[config.mk]
export PLATFORM = sky130hd
export DESIGN_NAME = request_dispatch_balancer_core
export DESIGN_NICKNAME = d
export VERILOG_FILES = /design/src/design/rdb_pkg.sv /design/src/design/rdb_ctrl.sv /design/src/design/rdb_datapath.sv /design/src/design/request_dispatch_balancer_core.sv
export SDC_FILE = /design/constraint.sdc
export NUM_CORES = 1
export LEC_CHECK = 0
export ABC_AREA = 1
export BUFFER_PORTS_ARGS = -buffer_cell sky130_fd_sc_hd__buf_2
export CAP_MARGIN = 20
export CORE_MARGIN = 1
export CORE_UTILIZATION = 60
export CTS_CLUSTER_SIZE = 20
export DETAILED_ROUTE_END_ITERATION = 10
export PLACE_DENSITY = 0.74
export SLEW_MARGIN = 10
export SYNTH_ARGS = -nofsm -noshare
export SYNTH_HDL_FRONTEND = slang
export SYNTH_SLANG_ARGS = --single-unit
[constraint.sdc]
create_clock -name i_clk -period 13.6 [get_ports i_clk]
set_input_delay 2.04 -clock i_clk [delete_from_list [all_inputs] [get_ports i_clk]]
set_output_delay 2.04 -clock i_clk [all_outputs]
set_load 0.01 [all_outputs]
[src/design/rdb_pkg.sv]
// Shared constants, types and codes for the request dispatch balancer.
// Used by rdb_ctrl, rdb_datapath and request_dispatch_balancer_core.
`default_nettype none

package rdb_pkg;

    localparam int SERVERS     = 16;
    localparam int COUNT_WIDTH = 16;

    localparam int SLOT_W     = 4;
    localparam int NUM_SLOTS  = 1 << SLOT_W;
    localparam int SLOT_LIMIT = (SERVERS < NUM_SLOTS) ? SERVERS : NUM_SLOTS;
    localparam int NSRV_W     = 5;
    localparam int CONN_W     = 16;
    localparam int STATUS_W   = 2;
    localparam int CFG_IDX_W  = 8;
    localparam int CFG_DATA_W = 5;
    localparam int GROUPS     = 4;
    localparam int GROUP_SIZE = NUM_SLOTS / GROUPS;

    localparam logic [COUNT_WIDTH-1:0] COUNT_MAX = '1;

    localparam logic [CFG_IDX_W-1:0] REG_ACTIVE_SERVERS = CFG_IDX_W'(0);
    localparam logic [CFG_IDX_W-1:0] REG_POLICY         = CFG_IDX_W'(1);

    localparam logic FUNC_ROUTE    = 1'b0;
    localparam logic FUNC_COMPLETE = 1'b1;

    localparam logic POLICY_RR = 1'b0;
    localparam logic POLICY_LC = 1'b1;

    localparam logic [STATUS_W-1:0] STATUS_ROUTED    = 2'd0;
    localparam logic [STATUS_W-1:0] STATUS_COMPLETED = 2'd1;
    localparam logic [STATUS_W-1:0] STATUS_IGNORED   = 2'd2;
    localparam logic [STATUS_W-1:0] STATUS_SATURATED = 2'd3;

    typedef struct packed {
        logic capture;
        logic exec;
    } t_cmd;

    typedef struct packed {
        logic                   ok;
        logic [SLOT_W-1:0]      idx;
        logic [COUNT_WIDTH-1:0] val;
    } t_cand;

    function automatic t_cand pick_min(input t_cand a, input t_cand b);
        if (b.ok && (!a.ok || (b.val < a.val))) begin
            return b;
        end
        return a;
    endfunction

endpackage

`default_nettype wire

[src/design/rdb_ctrl.sv]
// Controller state machine for the request dispatch balancer.
// Depends on rdb_pkg; drives the command struct of rdb_datapath.
`default_nettype none

module rdb_ctrl
    import rdb_pkg::*;
(
    input  wire logic i_clk,
    input  wire logic i_rst_n,
    input  wire logic start,
    output logic      busy,
    output t_cmd      o_cmd
);

    localparam logic S_IDLE = 1'b0;
    localparam logic S_EXEC = 1'b1;

    logic r_state;
    logic n_state;

    always_comb begin
        n_state = r_state;
        case (r_state)
            S_IDLE: begin
                if (start) begin
                    n_state = S_EXEC;
                end
            end
            S_EXEC: begin
                n_state = S_IDLE;
            end
            default: begin
                n_state = S_IDLE;
            end
        endcase
    end

    always_ff @(posedge i_clk) begin
        if (!i_rst_n) begin
            r_state <= S_IDLE;
        end else begin
            r_state <= n_state;
        end
    end

    assign busy          = (r_state == S_EXEC);
    assign o_cmd.capture = start && (r_state == S_IDLE);
    assign o_cmd.exec    = (r_state == S_EXEC);

    a_busy_one_cycle: assert property (@(posedge i_clk) disable iff (!i_rst_n)
        busy |=> !busy)
        else $error("Controller stayed busy for more than one cycle.");

    a_exec_follows_capture: assert property (@(posedge i_clk) disable iff (!i_rst_n)
        o_cmd.capture |=> o_cmd.exec)
        else $error("An accepted beat was not executed in the next cycle.");

    a_no_capture_when_busy: assert property (@(posedge i_clk) disable iff (!i_rst_n)
        o_cmd.exec |-> !o_cmd.capture)
        else $error("Capture was issued while an item was executing.");

endmodule

`default_nettype wire

[src/design/rdb_datapath.sv]
// Datapath of the request dispatch balancer: configuration registers, connection
// counters, round-robin pointer, registered minimum tree and result registers.
// Depends on rdb_pkg; commanded by rdb_ctrl.
`default_nettype none

module rdb_datapath
    import rdb_pkg::*;
(
    input  wire logic                  i_clk,
    input  wire logic                  i_rst_n,
    input  wire t_cmd                  i_cmd,
    input  wire logic                  i_cfg_valid,
    input  wire logic [CFG_IDX_W-1:0]  i_cfg_index,
    input  wire logic [CFG_DATA_W-1:0] i_cfg_data,
    input  wire logic                  i_func,
    input  wire logic [SLOT_W-1:0]     i_server_slot,
    output logic                       o_done,
    output logic [SLOT_W-1:0]          o_chosen_slot,
    output logic [CONN_W-1:0]          o_connections,
    output logic [STATUS_W-1:0]        o_status
);

    logic [NSRV_W-1:0]      r_active_servers;
    logic                   r_policy;
    logic [COUNT_WIDTH-1:0] r_count [NUM_SLOTS];
    logic [SLOT_W-1:0]      r_rr_ptr;
    logic                   r_func;
    logic [SLOT_W-1:0]      r_slot_in;
    t_cand                  r_cand [GROUPS];
    logic                   r_done;
    logic [SLOT_W-1:0]      r_chosen;
    logic [CONN_W-1:0]      r_conn;
    logic [STATUS_W-1:0]    r_status;

    logic [NSRV_W-1:0]      n_in_use;
    t_cand                  n_cand [GROUPS];
    t_cand                  lc_lo;
    t_cand                  lc_hi;
    t_cand                  lc_best;
    logic [SLOT_W-1:0]      rr_slot;
    logic [NSRV_W-1:0]      rr_inc;
    logic [SLOT_W-1:0]      n_rr_ptr;
    logic [SLOT_W-1:0]      sel_slot;
    logic [COUNT_WIDTH-1:0] cur;
    logic [COUNT_WIDTH-1:0] n_count;
    logic                   cnt_we;
    logic [STATUS_W-1:0]    n_status;
    logic [COUNT_WIDTH-1:0] res_count;

    always_comb begin
        if (r_active_servers == '0) begin
            n_in_use = NSRV_W'(1);
        end else if (r_active_servers > NSRV_W'(SLOT_LIMIT)) begin
            n_in_use = NSRV_W'(SLOT_LIMIT);
        end else begin
            n_in_use = r_active_servers;
        end
    end

    always_comb begin
        t_cand leaf [GROUP_SIZE];
        t_cand pair [GROUP_SIZE/2];
        for (int g = 0; g < GROUPS; g++) begin
            for (int k = 0; k < GROUP_SIZE; k++) begin
                leaf[k].idx = SLOT_W'(g * GROUP_SIZE + k);
                leaf[k].val = r_count[g * GROUP_SIZE + k];
                leaf[k].ok  = ({1'b0, leaf[k].idx} < n_in_use);
            end
            for (int p = 0; p < GROUP_SIZE / 2; p++) begin
                pair[p] = pick_min(leaf[2*p], leaf[2*p+1]);
            end
            n_cand[g] = pick_min(pair[0], pair[1]);
        end
    end

    assign lc_lo   = pick_min(r_cand[0], r_cand[1]);
    assign lc_hi   = pick_min(r_cand[2], r_cand[3]);
    assign lc_best = pick_min(lc_lo, lc_hi);

    assign rr_slot  = ({1'b0, r_rr_ptr} < n_in_use) ? r_rr_ptr : '0;
    assign rr_inc   = {1'b0, rr_slot} + NSRV_W'(1);
    assign n_rr_ptr = (rr_inc == n_in_use) ? '0 : rr_inc[SLOT_W-1:0];

    always_comb begin
        if (r_func == FUNC_ROUTE) begin
            sel_slot = (r_policy == POLICY_LC) ? lc_best.idx : rr_slot;
        end else begin
            sel_slot = r_slot_in;
        end
        cur       = r_count[sel_slot];
        n_count   = cur;
        cnt_we    = 1'b0;
        res_count = '0;
        if (r_func == FUNC_ROUTE) begin
            if (cur == COUNT_MAX) begin
                n_status = STATUS_SATURATED;
            end else begin
                n_count  = cur + COUNT_WIDTH'(1);
                cnt_we   = 1'b1;
                n_status = STATUS_ROUTED;
            end
            res_count = n_count;
        end else if (({1'b0, r_slot_in} >= n_in_use) || (cur == '0)) begin
            n_status = STATUS_IGNORED;
        end else begin
            n_count   = cur - COUNT_WIDTH'(1);
            cnt_we    = 1'b1;
            n_status  = STATUS_COMPLETED;
            res_count = n_count;
        end
    end

    always_ff @(posedge i_clk) begin
        if (!i_rst_n) begin
            r_active_servers <= NSRV_W'(1);
            r_policy         <= POLICY_RR;
        end else if (i_cfg_valid) begin
            case (i_cfg_index)
                REG_ACTIVE_SERVERS: r_active_servers <= i_cfg_data;
                REG_POLICY:         r_policy         <= i_cfg_data[0];
                default:            ;
            endcase
        end
    end

    always_ff @(posedge i_clk) begin
        if (!i_rst_n) begin
            for (int i = 0; i < NUM_SLOTS; i++) begin
                r_count[i] <= '0;
            end
            r_rr_ptr <= '0;
            r_done   <= 1'b0;
        end else begin
            r_done <= i_cmd.exec;
            if (i_cmd.exec && cnt_we) begin
                r_count[sel_slot] <= n_count;
            end
            if (i_cmd.exec && (r_func == FUNC_ROUTE) && (r_policy == POLICY_RR)) begin
                r_rr_ptr <= n_rr_ptr;
            end
        end
    end

    always_ff @(posedge i_clk) begin
        if (i_cmd.capture) begin
            r_func    <= i_func;
            r_slot_in <= i_server_slot;
            for (int g = 0; g < GROUPS; g++) begin
                r_cand[g] <= n_cand[g];
            end
        end
        if (i_cmd.exec) begin
            r_chosen <= sel_slot;
            r_conn   <= CONN_W'(res_count);
            r_status <= n_status;
        end
    end

    assign o_done        = r_done;
    assign o_chosen_slot = r_chosen;
    assign o_connections = r_conn;
    assign o_status      = r_status;

    a_done_after_exec: assert property (@(posedge i_clk) disable iff (!i_rst_n)
        o_done |-> $past(i_cmd.exec))
        else $error("A result beat appeared without an executed item.");

    a_ignored_zero: assert property (@(posedge i_clk) disable iff (!i_rst_n)
        (o_done && (o_status == STATUS_IGNORED)) |-> (o_connections == '0))
        else $error("An ignored completion reported a nonzero count.");

    a_ptr_moves_on_exec: assert property (@(posedge i_clk) disable iff (!i_rst_n)
        !i_cmd.exec |=> $stable(r_rr_ptr))
        else $error("Round-robin pointer moved outside an executed route.");

    a_ptr_in_range: assert property (@(posedge i_clk) disable iff (!i_rst_n)
        (i_cmd.exec && (r_func == FUNC_ROUTE)) |-> ({1'b0, sel_slot} < n_in_use))
        else $error("A route selected a slot that is not in use.");

endmodule

`default_nettype wire

[src/design/request_dispatch_balancer_core.sv]
// Request dispatch balancer: an item is taken when start is high and busy is low.
// Busy is high for the following cycle, and the result beat is shown on o_done and
// the result ports in the cycle after that; the next item may be started in that
// same cycle, but no new item is taken while one is executing. On capture a
// four-way partial minimum over the connection counters is registered; the execute
// step finishes the minimum and updates the counter.
// The result cannot be held off. Configuration writes are always ready and are
// to be made only while the block is idle. Depends on rdb_pkg, rdb_ctrl, rdb_datapath.
`default_nettype none

module request_dispatch_balancer_core
    import rdb_pkg::*;
(
    input  wire logic                  i_clk,
    input  wire logic                  i_rst_n,
    input  wire logic                  start,
    output logic                       busy,
    input  wire logic                  i_func,
    input  wire logic [SLOT_W-1:0]     i_server_slot,
    input  wire logic                  i_cfg_valid,
    output logic                       o_cfg_ready,
    input  wire logic [CFG_IDX_W-1:0]  i_cfg_index,
    input  wire logic [CFG_DATA_W-1:0] i_cfg_data,
    output logic                       o_done,
    output logic [SLOT_W-1:0]          o_chosen_slot,
    output logic [CONN_W-1:0]          o_connections,
    output logic [STATUS_W-1:0]        o_status
);

    t_cmd cmd;

    assign o_cfg_ready = 1'b1;

    rdb_ctrl u_ctrl (
        .i_clk   (i_clk),
        .i_rst_n (i_rst_n),
        .start   (start),
        .busy    (busy),
        .o_cmd   (cmd)
    );

    rdb_datapath u_datapath (
        .i_clk         (i_clk),
        .i_rst_n       (i_rst_n),
        .i_cmd         (cmd),
        .i_cfg_valid   (i_cfg_valid),
        .i_cfg_index   (i_cfg_index),
        .i_cfg_data    (i_cfg_data),
        .i_func        (i_func),
        .i_server_slot (i_server_slot),
        .o_done        (o_done),
        .o_chosen_slot (o_chosen_slot),
        .o_connections (o_connections),
        .o_status      (o_status)
    );

endmodule

`default_nettype wire
==> flow_metrics.env <==
export IMPL_path_clk_slew_ps=60
export IMPL_drt_iter0_drc=3069
export IMPL_critPathMostFrequentCell="sky130_fd_sc_hd__nand2_1"
export IMPL_floorplan_die_width_um=211
export IMPL_slew_headroom_pct=27.8
export IMPL_vias=23500
export IMPL_die_height_um=211
export IMPL_finish_net_count=3617
export IMPL_cts_inserted_buffers=42
export IMPL_static_leakage_power_nw=13.7
export IMPL_cts_setup_buffers=0
export IMPL_fmaxAchievable_mhz=106
export IMPL_worst_pin_slew_ps=1070
export IMPL_cts_htree_levels=2
export IMPL_drv_slew=0
export IMPL_cp_data_required_time_ps=13800
export IMPL_routedWlPerCell_um=21.7
export IMPL_synth_edff_count=359
export IMPL_post_synth_cell_area_avg_um2=7.77
export IMPL_cts_path_max_buffers=3
export IMPL_insertion_delay_ps=580
export IMPL_post_cts_hold_buffer_count=0
export IMPL_cts_repair_resize_count=0
export IMPL_number_of_antenna_violations_at_the_first_check_in_global_routing=5
export IMPL_first_pass_iters=5
export IMPL_fp_dieArea_mm2=0.0446
export IMPL_finalWorstPathRequiredPeriod_ps=9450
export IMPL_initial_core_util_pct=60.9
export IMPL_buffer_ports_inserted=45
export IMPL_tritoncts_num_sinks=371
export IMPL_critical_path_max_fanout=68
export IMPL_via_count_of_the_first_global_routing_pass=21900
export IMPL_postSynthCellCount=3375
export IMPL_fin_skew_ps=23.1
export IMPL_clk_tree_root_cell="sky130_fd_sc_hd__clkbuf_16"
export IMPL_worst_endpoint_arrival_ps=9650
export IMPL_io_pins=47
export IMPL_max_cap_violations=0
export IMPL_post_route_cells_drive_above_1_share_pct=6.52
export IMPL_finalSetupViolations=0
export IMPL_ir_worst_vdd_v=0.000101
export IMPL_floorplan_core_area_mm2=0.0431
export IMPL_synth_area_leaders="sky130_fd_sc_hd__edfxtp_1, sky130_fd_sc_hd__nand2_1, sky130_fd_sc_hd__ha_1"
export IMPL_min_period_over_period_pct=69.5
export IMPL_synth_cell_area_mm2=0.0262
export IMPL_cp_slowest_cell="sky130_fd_sc_hd__buf_4"
export IMPL_synth_lib_cells_used_distinct=52
export IMPL_synth_main_ff_cell="sky130_fd_sc_hd__edfxtp_1"
export IMPL_grt_overflow_total=0
export IMPL_grt_max_degree=69
export IMPL_detail_route_drc_violations=0
export IMPL_worst_setup_path_type="reg -> reg"
export IMPL_setup_repair_after_global_routing_missed_its_margin="false"
export IMPL_cts_tree="yes"
export IMPL_area_share_of_the_largest_cell_type_after_synthesis_pct=41.1
export IMPL_status="finished, final reports clean"
export IMPL_tns_ps=0
export IMPL_placement_setup_worst_slack_ps=4370
export IMPL_place_congestion=0.993
export IMPL_synth_ff_latch_count=371
export IMPL_first_pass_grt_wire_length_um=128000
export IMPL_detailedPlacementHpwl_um=64000
export IMPL_critPathCaptureType="flip-flop"
export IMPL_n_fill_cell=3775
export IMPL_post_route_worst_setup_slack_ps=4150
export IMPL_drtAntennaViolNets=0
export IMPL_areaGrowthSynthToFinish_pct=7.00
export IMPL_routed_vias_inst=5.92
export IMPL_yosys_top_cells_count="sky130_fd_sc_hd__nand2_1, sky130_fd_sc_hd__inv_1, sky130_fd_sc_hd__edfxtp_1"
export IMPL_report_final_hold_viol_count=0
export IMPL_rows=76
export IMPL_critical_path_startpoint_type="flip-flop"
export IMPL_holdCritPathClass="reg -> reg"
export IMPL_total_of_warnings_raised_by_yosys=0
export IMPL_pwr_density_cell_mw_per_mm2=110
export IMPL_grt_use_total_pct=39.0
export IMPL_synth_sequential_area_ratio_pct=42.0
export IMPL_post_synth_top_count_cell="sky130_fd_sc_hd__nand2_1"
export IMPL_drt_total_wl_um=86400
export IMPL_synth_async_sr_flop_share_pct=0
export IMPL_synth_area_leader="sky130_fd_sc_hd__edfxtp_1"
export IMPL_critPathMaxStageDelay_ps=710
worst paths after layout:
check | cells after the start | startpoint | slack [ps] | endpoint
max reg2reg | 38 | u_datapath.r_cand[3][5] | 4150 | u_datapath.r_count[13][3]
min reg2reg | 2 | u_datapath.r_policy | 470 | u_datapath.r_policy
min | 2 | u_datapath.r_policy | 470 | u_datapath.r_policy
max | 38 | u_datapath.r_cand[3][5] | 4150 | u_datapath.r_count[13][3]
layout by cell type (no fill, tap or decap), types with 9 or more instances in the layout:
cell | Yosys | layout
sky130_fd_sc_hd__clkinv_1 | 4 | 13
sky130_fd_sc_hd__nand2_2 | 12 | 12
sky130_fd_sc_hd__nor2_1 | 323 | 322
sky130_fd_sc_hd__nand4_1 | 33 | 33
sky130_fd_sc_hd__buf_4 | 13 | 19
sky130_fd_sc_hd__dfxtp_1 | 12 | 12
sky130_fd_sc_hd__o211ai_1 | 15 | 15
sky130_fd_sc_hd__clkbuf_16 | 0 | 43
sky130_fd_sc_hd__inv_1 | 415 | 415
sky130_fd_sc_hd__nand3_2 | 10 | 9
sky130_fd_sc_hd__o21ai_0 | 242 | 242
sky130_fd_sc_hd__nand4_2 | 9 | 9
sky130_fd_sc_hd__nand3_1 | 169 | 169
sky130_fd_sc_hd__inv_2 | 9 | 10
sky130_fd_sc_hd__buf_2 | 26 | 45
sky130_fd_sc_hd__a21oi_1 | 157 | 157
sky130_fd_sc_hd__nor2_2 | 23 | 23
sky130_fd_sc_hd__o21ai_1 | 15 | 14
sky130_fd_sc_hd__xor2_1 | 10 | 10
sky130_fd_sc_hd__nand2_1 | 1093 | 1092
sky130_fd_sc_hd__nor2_4 | 17 | 18
sky130_fd_sc_hd__o21a_1 | 9 | 9
sky130_fd_sc_hd__nor3_1 | 11 | 11
sky130_fd_sc_hd__edfxtp_1 | 359 | 359
sky130_fd_sc_hd__ha_1 | 237 | 237
sequential cells by signal (all words and copies together), names as in the netlist, 2 cells and up:
name and flops:
u_datapath.o_chosen_slot 4, u_datapath.o_connections 16, u_datapath.o_status 2, u_datapath.r_active_servers 5, u_datapath.r_cand 76, u_datapath.r_count 256, u_datapath.r_rr_ptr 4, u_datapath.r_slot_in 4
critical path, delay by kind of cell, from the launching register on:
family                     cells  cell delay [ps]
adders and majority gates      2              710
DFF                            1              390
and+or+nand+nor               29             5410
AOI/OAI and AO/OA              4              770
buffers and inverters          3             1670
kinds of logic after synthesis:
group           Yosys count  share of synthesized area, %
compound gates          483                          9.99
xor+xnor                 12                         0.401
fa+ha+maj               237                          11.3
buf+inv                 555                          8.91
flops                   371                          42.0
mux                       2                        0.0763
other cells               1                        0.0143
simple gates           1714                          27.3
routing by layer:
metal | global-route usage, % | vias to the layer above | wire (µm)
met5 | 0 | - | 8
met4 | 20.8 | 2 | 4710
met3 | 9.23 | 273 | 10200
met2 | 59.7 | 1252 | 37600
met1 | 51.2 | 10900 | 33900
li1 | - | 11100 | -
final cells by class:
cell class              count  area, µm²  share of cell area (%)
multi-input cells        2450      12900                    46.0
repair buffers             65        395                    1.41
clock inverters            28        304                    1.08
flip-flops and latches    371      11000                    39.3
diodes                      1       2.50                 0.00891
clock buffers              47       1090                    3.89
inverters                 428       1610                    5.72
well taps                 585        732                    2.61
through the flow:
stage | hold slack [ps] | area (µm²) | power [mW] | utilization (%) | instances
finish | 475 | 28100 | 3.09 | 65.2 | 3975
global route | 507 | 28100 | 3.17 | 65.2 | 3975
CTS | 479 | 28000 | 3.07 | 65.1 | 3973
detailed placement | 469 | 26600 | 1.91 | 61.9 | 3898
global placement | 472 | 26600 | 1.90 | 61.9 | 3898
floorplan | 445 | 26200 | 1.71 | - | 3376
where the power goes:
| part | internal (mW) | total [mW] | switching (mW) |
|---|---|---|---|
| clock network | 0.692 | 1.18 | 0.484 |
| logic | 0.144 | 0.571 | 0.427 |
| registers | 1.31 | 1.34 | 0.0331 |
| total | 2.14 | 3.09 | 0.944 |
(Power assumes the default switching activity.)
